<file path="src/hdl/kdar_pkg.sv">
`timescale 1ns / 1ps
// ----------------------------------------------------------------------------
// kdar_pkg
// Shared types, constants and helpers for the key debouncer with auto-repeat.
// ----------------------------------------------------------------------------
package kdar_pkg;

  localparam int KEY_BITS_DEF = 4;

  localparam int CFG_IDX_BITS = 2;
  localparam int CFG_DATA_BITS = 8;
  localparam int HOLD_BITS = 8;
  localparam int PRESS_BITS = 3;

  // Register reset values.
  localparam logic [HOLD_BITS-1:0] DEBOUNCE_RST = 8'd5;
  localparam logic [HOLD_BITS-1:0] RPT_TICKS_RST = 8'd63;
  localparam logic [HOLD_BITS-1:0] RELEASE_RST = 8'd15;
  localparam logic [PRESS_BITS-1:0] SLOW_LIMIT_RST = 3'd4;

  typedef enum logic [CFG_IDX_BITS-1:0] {
    CFG_DEBOUNCE   = 2'd0,
    CFG_RPT_TICKS  = 2'd1,
    CFG_RELEASE    = 2'd2,
    CFG_SLOW_LIMIT = 2'd3
  } cfg_idx_t;

  typedef struct packed {
    logic [HOLD_BITS-1:0]  debounce;
    logic [HOLD_BITS-1:0]  rpt_ticks;
    logic [HOLD_BITS-1:0]  release_step;
    logic [PRESS_BITS-1:0] slow_limit;
  } cfg_t;

  function automatic logic [HOLD_BITS-1:0] sat_inc_hold(input logic [HOLD_BITS-1:0] v);
    sat_inc_hold = (v == {HOLD_BITS{1'b1}}) ? v : v + 1'b1;
  endfunction

  function automatic logic [PRESS_BITS-1:0] sat_inc_press(input logic [PRESS_BITS-1:0] v);
    sat_inc_press = (v == {PRESS_BITS{1'b1}}) ? v : v + 1'b1;
  endfunction

endpackage

</file>
<file path="src/hdl/kdar_core.sv">
`timescale 1ns / 1ps
// ----------------------------------------------------------------------------
// kdar_core
// Debounce state registers and the per-word update that computes the result.
// ----------------------------------------------------------------------------
module kdar_core #(
  parameter int KEY_BITS = kdar_pkg::KEY_BITS_DEF
) (
  input  logic                             clk,
  input  logic                             rst_n,
  input  logic                             fire,
  input  logic [KEY_BITS-1:0]              raw,
  input  kdar_pkg::cfg_t                   cfg,
  output logic [KEY_BITS-1:0]              key_code,
  output logic                             key_event,
  output logic                             fast_repeat
);

  localparam logic [KEY_BITS-1:0] IDLE_CODE = {KEY_BITS{1'b1}};

  logic [KEY_BITS-1:0]             prev_r, prev_nxt;
  logic [KEY_BITS-1:0]             acc_r, acc_nxt;
  logic [kdar_pkg::HOLD_BITS-1:0]  hold_r, hold_nxt, hold_inc;
  logic [kdar_pkg::PRESS_BITS-1:0] press_r, press_nxt, press_acc;
  logic                            fast_r, fast_nxt;
  logic                            event_nxt;

  always_comb begin
    prev_nxt  = prev_r;
    acc_nxt   = acc_r;
    hold_nxt  = hold_r;
    press_nxt = press_r;
    fast_nxt  = fast_r;
    event_nxt = 1'b0;
    press_acc = press_r;
    hold_inc  = kdar_pkg::sat_inc_hold(hold_r);
    if (raw != prev_r) begin
      // Code change: back the hold counter off and restart the press count.
      prev_nxt  = raw;
      press_nxt = '0;
      fast_nxt  = 1'b0;
      if (hold_r > cfg.release_step) begin
        hold_nxt = hold_r - cfg.release_step;
      end else if (hold_r > cfg.debounce) begin
        hold_nxt = hold_r - cfg.debounce;
      end else begin
        hold_nxt = '0;
      end
    end else if (raw == IDLE_CODE) begin
      acc_nxt  = IDLE_CODE;
      hold_nxt = '0;
    end else if (hold_r < cfg.debounce) begin
      hold_nxt = hold_inc;
    end else begin
      acc_nxt = raw;
      if (hold_r == cfg.debounce) begin
        press_acc = kdar_pkg::sat_inc_press(press_r);
        event_nxt = 1'b1;
      end
      if (press_acc >= cfg.slow_limit) begin
        fast_nxt = 1'b1;
      end
      if (hold_inc == cfg.rpt_ticks) begin
        hold_nxt  = '0;
        press_nxt = kdar_pkg::sat_inc_press(press_acc);
      end else begin
        hold_nxt  = hold_inc;
        press_nxt = press_acc;
      end
    end
  end

  always_ff @(posedge clk) begin
    if (!rst_n) begin
      prev_r  <= '0;
      acc_r   <= '0;
      hold_r  <= '0;
      press_r <= '0;
      fast_r  <= 1'b0;
    end else if (fire) begin
      prev_r  <= prev_nxt;
      acc_r   <= acc_nxt;
      hold_r  <= hold_nxt;
      press_r <= press_nxt;
      fast_r  <= fast_nxt;
    end
  end

  assign key_code    = acc_nxt;
  assign key_event   = event_nxt;
  assign fast_repeat = fast_nxt;

endmodule

</file>
<file path="src/hdl/key_debounce_auto_repeat.sv">
`timescale 1ns / 1ps
// ----------------------------------------------------------------------------
// key_debounce_auto_repeat
// Key debouncer with auto-repeat: one raw key sample in, one report out.
// ----------------------------------------------------------------------------
// Each accepted input word is one raw, active-low key sample (all ones means
// no key). Every word produces exactly one output word carrying the debounced
// key code, an event pulse for a new or repeated press, and the fast-repeat
// flag. The block takes one word per clock cycle while out_stall is low; a
// word is registered on entry, runs through the combinational state update,
// and its result lands in the output register, so out_valid rises when the
// word moves from the input register into the output register.
// The state update is one short compare-and-add pass, which is what holds the
// rate at one word per cycle without stalls. When out_stall is held, the input
// register keeps its word and in_stall rises only once both registers are occupied.
// Configuration registers (debounce, repeat period, release step and
// slow-repeat limit) are written through the cfg port, which is always ready;
// they should only be changed while no word is in flight.
// ----------------------------------------------------------------------------
module key_debounce_auto_repeat #(
  parameter int KEY_BITS = kdar_pkg::KEY_BITS_DEF
) (
  input  logic                                clk,
  input  logic                                rst_n,
  // Input channel.
  input  logic                                in_valid,
  output logic                                in_stall,
  input  logic [KEY_BITS-1:0]                 in_raw_keys,
  // Result channel.
  output logic                                out_valid,
  input  logic                                out_stall,
  output logic [KEY_BITS-1:0]                 out_key_code,
  output logic                                out_key_event,
  output logic                                out_fast_repeat,
  // Configuration write port.
  input  logic                                cfg_valid,
  output logic                                cfg_ready,
  input  logic [kdar_pkg::CFG_IDX_BITS-1:0]   cfg_index,
  input  logic [kdar_pkg::CFG_DATA_BITS-1:0]  cfg_data
);

  kdar_pkg::cfg_t cfg_r;

  logic                in_valid_r;
  logic [KEY_BITS-1:0] raw_r;
  logic                out_valid_r;
  logic [KEY_BITS-1:0] key_code_r;
  logic                key_event_r;
  logic                fast_r;

  logic                advance;
  logic                fire;
  logic                in_take;
  logic [KEY_BITS-1:0] core_key_code;
  logic                core_key_event;
  logic                core_fast;

  // The output register frees up when it is empty or its word is taken.
  assign advance  = !out_valid_r || !out_stall;
  assign fire     = in_valid_r && advance;
  assign in_stall = in_valid_r && !advance;
  assign in_take  = in_valid && !in_stall;

  assign cfg_ready = 1'b1;

  // Configuration registers.
  always_ff @(posedge clk) begin
    if (!rst_n) begin
      cfg_r.debounce     <= kdar_pkg::DEBOUNCE_RST;
      cfg_r.rpt_ticks    <= kdar_pkg::RPT_TICKS_RST;
      cfg_r.release_step <= kdar_pkg::RELEASE_RST;
      cfg_r.slow_limit   <= kdar_pkg::SLOW_LIMIT_RST;
    end else if (cfg_valid && cfg_ready) begin
      unique case (kdar_pkg::cfg_idx_t'(cfg_index))
        kdar_pkg::CFG_DEBOUNCE:   cfg_r.debounce     <= cfg_data;
        kdar_pkg::CFG_RPT_TICKS:  cfg_r.rpt_ticks    <= cfg_data;
        kdar_pkg::CFG_RELEASE:    cfg_r.release_step <= cfg_data;
        kdar_pkg::CFG_SLOW_LIMIT: cfg_r.slow_limit   <= cfg_data[kdar_pkg::PRESS_BITS-1:0];
      endcase
    end
  end

  // Input register.
  always_ff @(posedge clk) begin
    if (!rst_n) begin
      in_valid_r <= 1'b0;
    end else if (in_take) begin
      in_valid_r <= 1'b1;
    end else if (fire) begin
      in_valid_r <= 1'b0;
    end
  end

  always_ff @(posedge clk) begin
    if (in_take) begin
      raw_r <= in_raw_keys;
    end
  end

  // State update; the state advances only when the word moves to the output.
  kdar_core #(
    .KEY_BITS (KEY_BITS)
  ) u_core (
    .clk         (clk),
    .rst_n       (rst_n),
    .fire        (fire),
    .raw         (raw_r),
    .cfg         (cfg_r),
    .key_code    (core_key_code),
    .key_event   (core_key_event),
    .fast_repeat (core_fast)
  );

  // Output register.
  always_ff @(posedge clk) begin
    if (!rst_n) begin
      out_valid_r <= 1'b0;
    end else if (fire) begin
      out_valid_r <= 1'b1;
    end else if (!out_stall) begin
      out_valid_r <= 1'b0;
    end
  end

  always_ff @(posedge clk) begin
    if (fire) begin
      key_code_r  <= core_key_code;
      key_event_r <= core_key_event;
      fast_r      <= core_fast;
    end
  end

  assign out_valid       = out_valid_r;
  assign out_key_code    = key_code_r;
  assign out_key_event   = key_event_r;
  assign out_fast_repeat = fast_r;

endmodule
</file>
<file path="config.mk">
export PLATFORM = sky130hd
export DESIGN_NAME = key_debounce_auto_repeat
export DESIGN_NICKNAME = d
export VERILOG_FILES = /design/src/hdl/kdar_pkg.sv /design/src/hdl/kdar_core.sv /design/src/hdl/key_debounce_auto_repeat.sv
export SDC_FILE = /design/constraint.sdc
export NUM_CORES = 1
export LEC_CHECK = 0
export ABC_AREA = 0
export BUFFER_PORTS_ARGS = -buffer_cell sky130_fd_sc_hd__buf_2
export CORE_ASPECT_RATIO = 1.5
export CORE_MARGIN = 5
export CORE_UTILIZATION = 55
export CTS_CLUSTER_DIAMETER = 30
export CTS_CLUSTER_SIZE = 24
export DETAILED_ROUTE_END_ITERATION = 10
export PLACE_DENSITY = 0.8
export SLEW_MARGIN = 5
export SYNTH_ARGS = -nofsm -noshare
export SYNTH_HDL_FRONTEND = slang
export SYNTH_SLANG_ARGS = --single-unit
</file>
<file path="constraint.sdc">
create_clock -name clk -period 4.8 [get_ports clk]
set_input_delay 0.24 -clock clk [delete_from_list [all_inputs] [get_ports clk]]
set_output_delay 0.24 -clock clk [all_outputs]
set_load 0.03 [all_outputs]
</file>
# After elaboration in Yosys (flattened, before gate mapping)
# Index checks and enable logic that the tools add are counted.
[op_classes] n_reduce_logical=17 magnitude_cmp=4 n_eq_ne=13 n_mux=29 add_sub_neg=5
[op_table] cell="$mux 8" n=7
[op_table] cell="$mux 3" n=10
[op_table] cell="$eq 8x8->1" n=2
[op_table] cell="$gt 8x8->1" n=2
[op_table] cell="$sub 8x8->8" n=2
[op_table] cell="$mux 4" n=3
[op_table] cell="$reduce_and 2->1" n=5
[op_table] cell="$mux 1" n=9
[op_table] cell="$add 8x1->8 const B" n=1
[op_table] cell="$eq 8x8->1 const B" n=1
[op_table] cell="$lt 8x8->1" n=1
[op_table] cell="$add 3x1->3 const B" n=2
[op_table] cell="$eq 3x3->1 const B" n=2
[op_table] cell="$ne 2x1->1 const B" n=3
[op_table] cell="$eq 2x2->1 const B" n=2
[op_table] cell="$eq 4x4->1 const B" n=1
[op_table] cell="$logic_not 1->1" n=4
[op_table] cell="$ne 4x4->1" n=1
[op_table] cell="$ge 3x3->1" n=1
[op_table] cell="$logic_and 1x1->1" n=3
[op_table] cell="$reduce_and 3->1" n=1
[op_table] cell="$reduce_or 3->1" n=1
[op_table] cell="$eq 2x1->1 const B" n=1
[op_table] cell="$logic_not 2->1" n=1
[op_table] cell="2 further kinds" n=2
[word_totals] reg_bits=59 inputBits=19 word_cells=83

# Depth between registers and ports, before layout
[logic_depth] depth_word=12 ltp_mapped=12

# Cells and area by module
# From an unflattened synthesis, not the netlist that was laid out.
[hier_totals] cells_unflattened=425 hier_area_um2=3834.9
[modules_own_cells] module="kdar_core" cells_per_inst=299 area_each_um2=2359.8 n_inst=1
[modules_own_cells] module="key_debounce_auto_repeat" cells_per_inst=126 area_each_um2=1475.2 n_inst=1

# Worst setup path after synthesis
# OpenSTA, ideal clock, no wires.
[synth_timing] path_kind="register to register" startpoint="register u_core.hold_r[0] (netlist name)" endpoint="register fast_r, in the netlist out_fast_repeat (data pin)" period_less_slack_ns=2.768 arrival_ns=2.510 path_slack_ns=2.032 t_required_ns=4.542 path_stages_with_launch=12 setup_time_ns=0.258 cell_sequence="dfxtp_1 -> inv_1 -> ha_1 -> nand4_1 -> or2_2 -> a21oi_1 -> mux2_2 -> ha_1 -> a21o_1 -> a21o_1 -> a21oi_1 -> nor2_1"
[synth_between] elab_chain_len=10
[synth_rtl] element="start: declaration" line_no="kdar_core.sv:23" source="logic [kdar_pkg::HOLD_BITS-1:0] hold_r, hold_nxt, hold_inc;"
[synth_rtl] element="start signal: assignment" line_no="kdar_core.sv:83" source="hold_r <= hold_nxt;"
[synth_rtl] element="$eq 8x8->1" line_no="kdar_core.sv:56" source="if (hold_r == cfg.debounce) begin"
[synth_rtl] element="$mux 3" line_no="kdar_core.sv:56"
[synth_rtl] element="$mux 3" line_no="kdar_core.sv:52" source="end else if (hold_r < cfg.debounce) begin"
[synth_rtl] element="$mux 3" line_no="kdar_core.sv:49" source="end else if (raw == IDLE_CODE) begin"
[synth_rtl] element="$mux 3" line_no="kdar_core.sv:37" source="if (raw != prev_r) begin"
[synth_rtl] element="$ge 3x3->1" line_no="kdar_core.sv:60" source="if (press_acc >= cfg.slow_limit) begin"
[synth_rtl] element="$mux 1" line_no="kdar_core.sv:60"
[synth_rtl] element="$mux 1 *" line_no="kdar_core.sv:52"
[synth_rtl] element="$mux 1 *" line_no="kdar_core.sv:49"
[synth_rtl] element="$mux 1 *" line_no="kdar_core.sv:37"
[synth_rtl] element="named net core_fast" line_no="key_debounce_auto_repeat.sv:56" source="logic core_fast;"
[synth_rtl] element="end signal: assignment" line_no="key_debounce_auto_repeat.sv:129" source="fast_r <= core_fast;"
[synth_rtl] element="end: declaration" line_no="key_debounce_auto_repeat.sv:49" source="logic fast_r;"
# Mark *: on every way through the listed nets, which the timed path passes. The rest lies on a longest branch. The select of a mux whose other input is x is not followed.
# A chain may end at the register's enable or synchronous reset.

# Worst setup path in the final report
[layout_timing] startpoint="register u_core.hold_r[0] (netlist name)" endpoint="register u_core.hold_r[1] (netlist name)"
[layout_between] elab_chain_len=7
[layout_rtl] element="$add 8x1->8 / $eq 8x8->1 (equally long branches)" line_no="kdar_pkg.sv:36" source="sat_inc_hold = (v == {HOLD_BITS{1'b1}}) ? v : v + 1'b1;"
[layout_rtl] element="$mux 8" line_no="kdar_pkg.sv:36"
[layout_rtl] element="$eq 8x8->1" line_no="kdar_core.sv:63" source="if (hold_inc == cfg.rpt_ticks) begin"
[layout_rtl] element="$mux 8" line_no="kdar_core.sv:63"
[layout_rtl] element="$mux 8" line_no="kdar_core.sv:52"
[layout_rtl] element="$mux 8" line_no="kdar_core.sv:49"
[layout_rtl] element="$mux 8 *" line_no="kdar_core.sv:37"
# Mark *: on every way between the ends. The rest lies on a longest branch, timed or not.

==> impl_metrics.py <==
metrics = {
    "outcome": {
        "outcome": "finished clean",
    },
    "yosys": {
        "synth_warnings": 0,
        "yosysTopAreaCell": "dfxtp_1",
        "synth-edff-count": 10,
        "async_flop_share_pct": 0,
        "avgSynthCellArea_um2": 8.710,
        "ys_ff_latch": 59,
        "ys_types": 71,
        "synth_top_area_share_pct": 25.65,
        "yosysSeqAreaShare_pct": 33.51,
        "synth_common_cells": "nand2_1 (56), dfxtp_1 (49), inv_1 (30)",
        "synth_fp_nets": 482,
        "synth_area_leaders": "dfxtp_1 (26%), edfxtp_1 (7.9%), ha_1 (7.2%), nand2_1 (5.5%), xnor2_1 (3.4%)",
        "synthesis.area_um2": 3824,
        "synth_ff_type": "dfxtp_1",
        "yosysMostFrequentCell": "nand2_1",
        "synthCells": 439,
    },
    "die": {
        "fp.dieH_um": 112.1,
        "die_area_um2": 8754,
        "rows": 37,
        "die-width_um": 78.08,
        "initial_core_util_pct": 56.19,
        "num_io_pins": 28,
        "core_area_um2": 6805,
    },
    "detailed_routing": {
        "dr.pass1.iters": 6,
        "vias_per_cell": 6.240,
        "m1WireLength_mm": 3.662,
        "drtIter0Drc": 212,
        "wl_met3_um": 507,
        "highest_layer": "met4",
        "wire_per_inst_um": 18.08,
        "vias": 3376,
        "route.met2.wl_mm": 5.102,
        "drcViolationCount": 0,
        "drt_wl_total_mm": 9.782,
        "ant_nets": 0,
    },
    "sta": {
        "rsz0062_at_grt": "no",
        "tns_ps": 0,
        "hold_slack_ps": 72.44,
        "tightest_slew_ps": 1017,
        "max_slew_margin_pct": 32.13,
        "fmax_ghz": 0.3061,
        "period_minus_slack_ps": 3267,
        "fin_skew_ps": 8.615,
        "fin_crit_sh_pct": 68.07,
        "setup_viol": 0,
        "finalHoldViolCount": 0,
        "maxSlewViolCount": 0,
    },
    "clock_network": {
        "cts_buffers": 9,
        "cts_buffer_depth": 2,
        "cts_sinks": 59,
        "cts-htree-levels": 3,
        "clkLatencyLatePin_ps": 350,
        "cts_tree": "done",
        "ctsResizeCount": 0,
        "path_clk_slew_ps": 70,
        "hold_buffers": 0,
        "cts_setup_buffers": 0,
        "cts_root_buf": "clkbuf_8",
    },
    "flow_run": {
        "max-cap-violations": 0,
    },
    "placed_design": {
        "place.gp.congestion": 0.9996,
        "io_buffers": 26,
        "place_inst": 525,
        "place_hpwl_mm": 7.375,
    },
    "pwr": {
        "power_mw": 1.516,
        "peakVddDrop_uv": 299.6,
        "p_leak_nw": 1.676,
        "powerDensity_nw_per_um2": 367.2,
    },
    "critical_path": {
        "reg2reg_slack_ps": 1530,
        "end_kind": "flop",
        "worstPathArrival_ps": 3560,
        "max_stage_delay_ps": 770,
        "critPathRequiredTime_ps": 5090,
        "worst_path_max_delay_cell": "a21oi_1",
        "crit_chain": "inv_1 > ha_1 > fa_1 > nor2b_1 > o31a_1 > o31ai_1 > a21oi_1 > mux2_2 > o32ai_1 > a32o_2",
        "start_kind": "flop",
        "crit_fanout": 11,
        "crit_type": "flop to flop",
        "rr_worst_depth": 10,
    },
    "cells_and_area": {
        "nFillCells": 578,
        "multi_input_area_um2": 2316,
        "drive_gt1_share_pct": 13.82,
        "fin_util_pct": 60.67,
        "layout.nets": 501,
        "instances_no_fill": 541,
        "area_delta_synth_final_pct": 7.984,
        "diodes": 0,
        "regArea_um2": 1281,
    },
    "global_routing": {
        "antenna_found_initial": 0,
        "grt_max_degree": 51,
        "grt_pass1_vias": 3348,
        "overflow": 0,
        "grt_usage_pct": 23.37,
        "grt_pass1_wl_mm": 16.12,
    },
    "worst_hold_path": {
        "hold_path_depth": 1,
        "worstHoldPathType": "input port to flop",
    },
}
==> worst paths after layout <==
kind                                         end             start
worst max-delay path            u_core.hold_r[1]  u_core.hold_r[0]
worst min-delay path                    raw_r[2]    in_raw_keys[2]
worst max register to register  u_core.hold_r[1]  u_core.hold_r[0]
worst min register to register          cfg_r[7]          cfg_r[7]
==> logic make-up after synthesis <==
group | share of synthesized area [%]
AND/OR/NAND/NOR | 21.66
other | 0.09807
multiplexers | 4.025
XOR/XNOR | 3.665
AO/OA/AOI/OAI | 22.87
flip-flops | 33.51
adder cells (fa/ha/maj) | 8.246
buffers and inverters | 5.923
==> metal layers <==
layer | global-route usage, % | vias to the layer above
li1 | - | 1625
met1 | 25.60 | 1576
met2 | 40.65 | 132
met3 | 3.933 | 43
met4 | 14.88 | 0
met5 | 0 | -
==> flip-flops by register name, indices dropped and copies added, names as in the netlist, 3 cells and up <==
register,flops
cfg_r,27
u_core.hold_r,8
out_key_code,4
raw_r,4
u_core.acc_r,4
u_core.prev_r,4
u_core.press_r,3
==> placed cells by master (no fill, tap or decap), drive strengths merged, types with 5 or more instances in the layout <==
master / netlist / layout
nand2: 56 / 56
dfxtp: 49 / 49
inv: 30 / 30
nor2: 28 / 28
buf: 8 / 27
ha: 22 / 22
nor2b: 18 / 18
a21oi: 18 / 18
xnor2: 15 / 15
nand3: 15 / 15
o21ai: 15 / 15
mux2i: 12 / 12
a21boi: 12 / 12
edfxtp: 10 / 10
clkbuf: 11 / 10
nand4: 9 / 9
and3: 6 / 6
nor3: 6 / 6
a21o: 6 / 6
a32o: 6 / 6
nand2b: 5 / 5
or2: 5 / 5
a31oi: 5 / 5
==> through the flow <==
| stage | area [um2] | setup WS [ps] |
|---|---|---|
| 2_1_floorplan | 3824 | 2032 |
| 3_3_place_gp | 3945 | 1665 |
| 3_5_place_dp | 3945 | 1619 |
| 4_1_cts | 4129 | 1568 |
| 5_1_grt | 4129 | 1324 |
| 6_report | 4129 | 1533 |
==> where the power goes <==
group          leakage [nW]  total (mW)  internal [mW]  switching (mW)
Clock                0.0935       0.434          0.235           0.199
Combinational          1.09       0.503          0.218           0.285
Sequential            0.497       0.580          0.532          0.0477
Total                  1.68        1.52          0.984           0.532
==> final cells by class <==
| type | count | share of cell area, % |
|---|---|---|
| multi-input combinational | 331 | 56.09 |
| sequential | 59 | 31.03 |
| timing repair buffer | 27 | 3.333 |
| clock buffer | 10 | 3.091 |
| inverter | 30 | 2.727 |
| tap | 78 | 2.364 |
| clock inverter | 6 | 1.364 |
==> worst max-delay path: cells and delay by family (launching register included) <==
family | cells | cell delay (ps)
and+or+nand+nor | 1 | 160
muxes | 1 | 420
DFF | 1 | 480
AOI/OAI and AO/OA | 5 | 1390
buffers and inverters | 1 | 120
adders and majority gates | 2 | 630
(Power assumes the default switching activity.)
